## src/pei_pkg.sv

```systemverilog
// Shared types and constants for the polygon edge intersection unit.
// No dependencies.
package pei_pkg;

  typedef enum logic [1:0] {
    CMD_APPEND = 2'd0,
    CMD_TEST   = 2'd1,
    CMD_CLEAR  = 2'd2
  } cmd_t;

  typedef enum logic [4:0] {
    S_IDLE, S_RA0, S_RA1, S_RB0, S_RB1, S_CAP, S_MGO, S_MWT, S_NORM,
    S_TEST, S_MIN, S_PICK, S_RDP, S_BS, S_KK, S_NEXT, S_FIN
  } state_t;

  typedef enum logic [3:0] {
    OP_D0, OP_D1, OP_T0, OP_T1, OP_U0, OP_U1, OP_SX, OP_SY, OP_C2, OP_KK
  } op_t;

  // multiplier: 67-bit multiplicand, 33-bit multiplier in 8-bit digits
  localparam int MA_W       = 67;
  localparam int MB_W       = 33;
  localparam int DIG_W      = 8;
  localparam int MUL_DIGITS = 5;
  localparam int MP_W       = MA_W + MUL_DIGITS * DIG_W - 7;  // 100

  localparam logic [14:0] Q_ONE = 15'd16384;

endpackage

```

## src/pei_mul.sv

```systemverilog
// Iterative unsigned multiplier, one 8-bit digit of b per cycle, MSB first.
// Depends on pei_pkg.
module pei_mul
  import pei_pkg::*;
(
  input  logic              clk,
  input  logic              rst_n,
  input  logic              start,
  input  logic [MA_W-1:0]   a,
  input  logic [MB_W-1:0]   b,
  output logic              done,
  output logic [MP_W-1:0]   p
);

  localparam int BW = MUL_DIGITS * DIG_W;

  logic [MA_W-1:0]  a_r;
  logic [BW-1:0]    b_r;
  logic [MP_W-1:0]  acc_r;
  logic [2:0]       cnt_r;
  logic             run_r;
  logic             done_r;

  always_ff @(posedge clk) begin
    if (!rst_n) begin
      run_r  <= 1'b0;
      done_r <= 1'b0;
      cnt_r  <= '0;
    end else begin
      done_r <= 1'b0;
      if (start) begin
        run_r <= 1'b1;
        cnt_r <= '0;
      end else if (run_r) begin
        cnt_r <= cnt_r + 3'd1;
        if (cnt_r == 3'(MUL_DIGITS - 1)) begin
          run_r  <= 1'b0;
          done_r <= 1'b1;
        end
      end
    end
  end

  always_ff @(posedge clk) begin
    if (start) begin
      a_r   <= a;
      b_r   <= BW'(b);
      acc_r <= '0;
    end else if (run_r) begin
      acc_r <= (acc_r << DIG_W) + MP_W'(a_r * b_r[BW-1 -: DIG_W]);
      b_r   <= b_r << DIG_W;
    end
  end

  assign done = done_r;
  assign p    = acc_r;

endmodule

```

## config.mk

```make
export PLATFORM = sky130hd
export DESIGN_NAME = pei_mul
export DESIGN_NICKNAME = d
export VERILOG_FILES = /design/src/pei_pkg.sv /design/src/pei_mul.sv
export SDC_FILE = /design/constraint.sdc
export NUM_CORES = 2
export LEC_CHECK = 0
export ABC_AREA = 1
export BUFFER_PORTS_ARGS = -buffer_cell sky130_fd_sc_hd__clkbuf_2
export CAP_MARGIN = 15
export CORE_MARGIN = 3
export CORE_UTILIZATION = 40
export DETAILED_ROUTE_END_ITERATION = 7
export GPL_ROUTABILITY_DRIVEN = 0
export PLACE_DENSITY_LB_ADDON = 0.05
export SETUP_SLACK_MARGIN = 0.1
export SLEW_MARGIN = 10
export SYNTH_ARGS = -nofsm -noshare
export SYNTH_HDL_FRONTEND = slang
export SYNTH_SLANG_ARGS = --single-unit
```

## constraint.sdc

```tcl
create_clock -name clk -period 5.2 [get_ports clk]
set_input_delay 0.26 -clock clk [delete_from_list [all_inputs] [get_ports clk]]
set_output_delay 0.26 -clock clk [all_outputs]
set_load 0.05 [all_outputs]
```

==> summary.txt <==
Run status
  – Outcome: finished, final reports clean

Synthesis
  – Avg Cell Area, Syn: between 6 and 7 um2
  – Yosys top cell area share: about 29%
  – Proportion of synthesized area in mux cells: 0%
  – Count leader, synth: nand2_1
  – Asr flop ratio synth: 0%
  – Dominant synthesized flop cell: dfxtp_1
  – Largest family of logic cells by synthesized area: adder cells
  – Synth Net Count: 5331
  – Post-Synth Adder-Cell Area: 32.9%
  – XOR/XNOR Fraction of Synth Area: under 10%
  – EDFF count, synth: 100
  – Synth area leader: fa_1
  – Yosys reg bits: about 210
  – Register area share after synthesis: roughly 17%
  – Post-synth top cells: nand2_1 (1498), inv_1 (1460), fa_1 (456), nor2_1 (198), a21oi_1 (125)
  – Top post-synthesis cells by area: fa_1 (29%), nand2_1 (18%), inv_1 (17%)
  – Synth Area in Compound Gates: ~3.7%
  – Syn Inst Count: ~4700
  – Post-synthesis cell type count: between 40 and 50
  – Synth Cell Area: ~32000 um2
  – Synthesis Warnings: 0
  – Simple-gate portion of the synthesized area: about 26%

Power and ir drop
  – Switching Fraction: 52.1%
  – Gate power share: about three quarters
  – Peak supply drop: approximately 0.00038 V
  – PD cells: 420 nW/um2
  – Static Leak: approximately 24 nW
  – Seq pwr share: ~14%
  – Clk pwr share: between 10% and 20%
  – Psw: 8.83 mW
  – Internal Power: around 8 mW

Min path
  – Hold Crit Class: primary input to register

Layout
  – Finished Layout Cells: between 6000 and 7000
  – Share of cells above drive strength 1: a little over a fifth
  – Area grow syn2layout: 27.3%
  – Final net count: 5801
  – Fillers: slightly below 8000
  – Diodes inserted: 0

Timing
  – Final Hold Viols: 0
  – Worst rel slew slack: between 30% and 40%
  – Worst-margin pin slew: 0.974 ns
  – Finish-stage setup viols: 0
  – Skew final: 0.0391 ns
  – Final period utilization: between 90% and 100%
  – PnR worst setup slack: 0.163 ns
  – F_max: just under 0.2 GHz
  – Slew Viols, Final: 0
  – Tmin final: around 5.0 ns
  – RSZ-0062 raised after global routing: yes

Worst setup path
  – Worst path required time: roughly 5.8 ns
  – Startpoint types: register
  – Critical path capture point type: register
  – Crit path arrival time: approximately 5.6 ns
  – Crit Path Class: register to register
  – Max Fanout on Critical Path: 5

Clocking
  – Root buffer cell: clkbuf_16
  – Clk pin slew, worst setup/hold paths: approximately 0.060 ns
  – Clock Latency Late Sink: between 0.6 and 0.7 ns
  – Clock Sinks: around 210
  – H-tree levels: 1
  – CTS tree: done
  – Clock Path Buffers: 3
  – Num CTS Buffers: 31

Die
  – Die width: 288 um
  – Die height: roughly 290 um
  – Die area: 82700 um2
  – Rows: a little over 100
  – Core region area: around 78000 um2
  – IO Pins: 204
  – Starting Density: 40.7%

Routing
  – Post-DRT Antenna Nets: 0
  – WL final: about 120000 um
  – DR vias: approximately 29000
  – First drt pass iteration count: 8
  – Drc violations: 0
  – DR iter-0 viols: approximately 2100
  – Wirelength per Cell: 18.7 um
  – Via density per instance: 4.66

Global route
  – Largest net degree at the start of global routing: 72
  – Vias in the first global route: approximately 28000
  – First-pass GRT wire length: 172000 um
  – GRT Resource Usage Total: 27.6%
  – GR Util met3: under 10%
  – GR Layer Usage met1: 40.8%
  – GRT busiest layer: met2
  – Initial antenna violation count: 1
  – Grt total ovfl: 0
  – Met2 Usage GRT: around 42%

Job
  – Max-Cap Viols: 0

Placement
  – Setup slack at placement: -0.149 ns
  – Dpl hpwl: around 90000 um
  – Number of I/O port buffers: just over 200
  – # placed instances: 5994
-- registers in the layout (all words and copies together), names as in the netlist --
register / cells
a_r: 67
b_r: 40
cnt_r: 3
done: 1
p: 100
run_r: 1
-- final cells by class --
cell class	instances	area, um2	share of cell area, %
multi-input cells	2792	22300	55.2
well taps	1040	1300	3.22
inverters	1496	5620	13.9
repair buffers	604	4910	12.2
clock inverters	22	193	0.477
flip-flops and latches	212	5270	13.1
clock buffers	35	801	1.98
-- routing by layer --
layer / routed length, um / vias up
met5: 13 / -
met1: 53900 / 13800
li1: - / 14000
met2: 49400 / 935
met3: 9340 / 127
met4: 3470 / 2
-- what timing repair did --
| item | CTS | global route |
|---|---|---|
| buffers inserted | 7 | 30 |
| setup endpoints to repair | 48 | 79 |
| hold buffers | 101 | 0 |
| gates resized for setup | 42 | 490 |
| endpoints found under the hold margin | 105 | 0 |
| pin swaps | 0 | 153 |
| cloned | 5 | 8 |
-- worst max-delay path, cell delays in order, from the launching register on --
cell	delay [ns]
edfxtp_1	0.45
buf_6	0.21
clkbuf_16	0.20
nand2_1	0.08
fa_1	0.52
inv_1	0.05
fa_1	0.46
fa_1	0.55
inv_1	0.08
fa_1	0.49
inv_1	0.06
ha_4	0.31
nand2_2	0.08
buf_4	0.14
nor2_4	0.11
nand2_1	0.16
inv_1	0.13
nand2_1	0.11
buf_4	0.15
nor2_1	0.12
nand2_2	0.11
nand3_1	0.08
nand3_1	0.13
nand2_1	0.12
inv_1	0.04
-- path summary, 6_finish.rpt --
| path | startpoint | slack (ns) | depth (start not counted) | end |
|---|---|---|---|---|
| worst min register to register | b_r[28]$_DFFE_PP_ | 0.45 | 1 | b_r[36]$_SDFFE_PP0P_ |
| worst max register to register | b_r[32]$_DFFE_PP_ | 0.16 | 24 | p[72]$_SDFFE_PP0P_ |
| worst max-delay path | b_r[32]$_DFFE_PP_ | 0.16 | 24 | p[72]$_SDFFE_PP0P_ |
| worst min-delay path | start | 0.11 | 1 | a_r[44]$_DFFE_PP_ |
-- placed cells by master (no fill, tap or decap), types with 31 or more instances in the layout --
| cell type | Yosys | routed |
|---|---|---|
| dlygate4sd3_1 | 0 | 101 |
| nand2_1 | 1498 | 1338 |
| fa_1 | 456 | 456 |
| a21oi_1 | 125 | 105 |
| nor2_2 | 43 | 61 |
| buf_4 | 0 | 248 |
| ha_4 | 0 | 56 |
| nor2_1 | 198 | 141 |
| nand3_1 | 113 | 86 |
| clkbuf_2 | 67 | 202 |
| inv_2 | 35 | 59 |
| clkbuf_16 | 0 | 38 |
| nand2_2 | 27 | 160 |
| nor2_4 | 13 | 52 |
| dfxtp_1 | 112 | 104 |
| ha_1 | 105 | 41 |
| nand3_2 | 16 | 31 |
| edfxtp_1 | 100 | 100 |
| inv_1 | 1460 | 1433 |
| o21ai_0 | 57 | 49 |
-- metrics by stage --
step	area (um2)	utilization (%)	power (mW)	setup TNS [ns]	hold WS, ns
4_1_cts	37900	48.6	14.9	0	0.0954
3_5_place_dp	35400	45.5	12.4	-1.10	0.439
5_1_grt	40400	51.8	18.2	0	0.136
2_1_floorplan	31700	-	8.17	0	0.359
3_3_place_gp	35400	45.5	12.4	-1.40	0.436
6_report	40400	51.8	16.9	0	0.114
-- cell families (layout without fill, tap and decap cells) --
group,after synthesis,in the layout
adder cells (fa/ha/maj),561,561
flip-flops,212,212
buffers and inverters,1663,2157
AND/OR/NAND/NOR,1969,1969
AO/OA/AOI/OAI,219,219
XOR/XNOR,43,43
-- power groups by stage --
stage / Sequential [mW] / Combinational, mW / Clock, mW
floorplan: 2.62 / 5.56 / 0
global placement: 2.33 / 10.1 / 0
detailed placement: 2.33 / 10.0 / 0
CTS: 2.30 / 10.3 / 2.23
global route: 2.32 / 13.7 / 2.26
finish: 2.29 / 12.5 / 2.16
(Power assumes the default switching activity.)
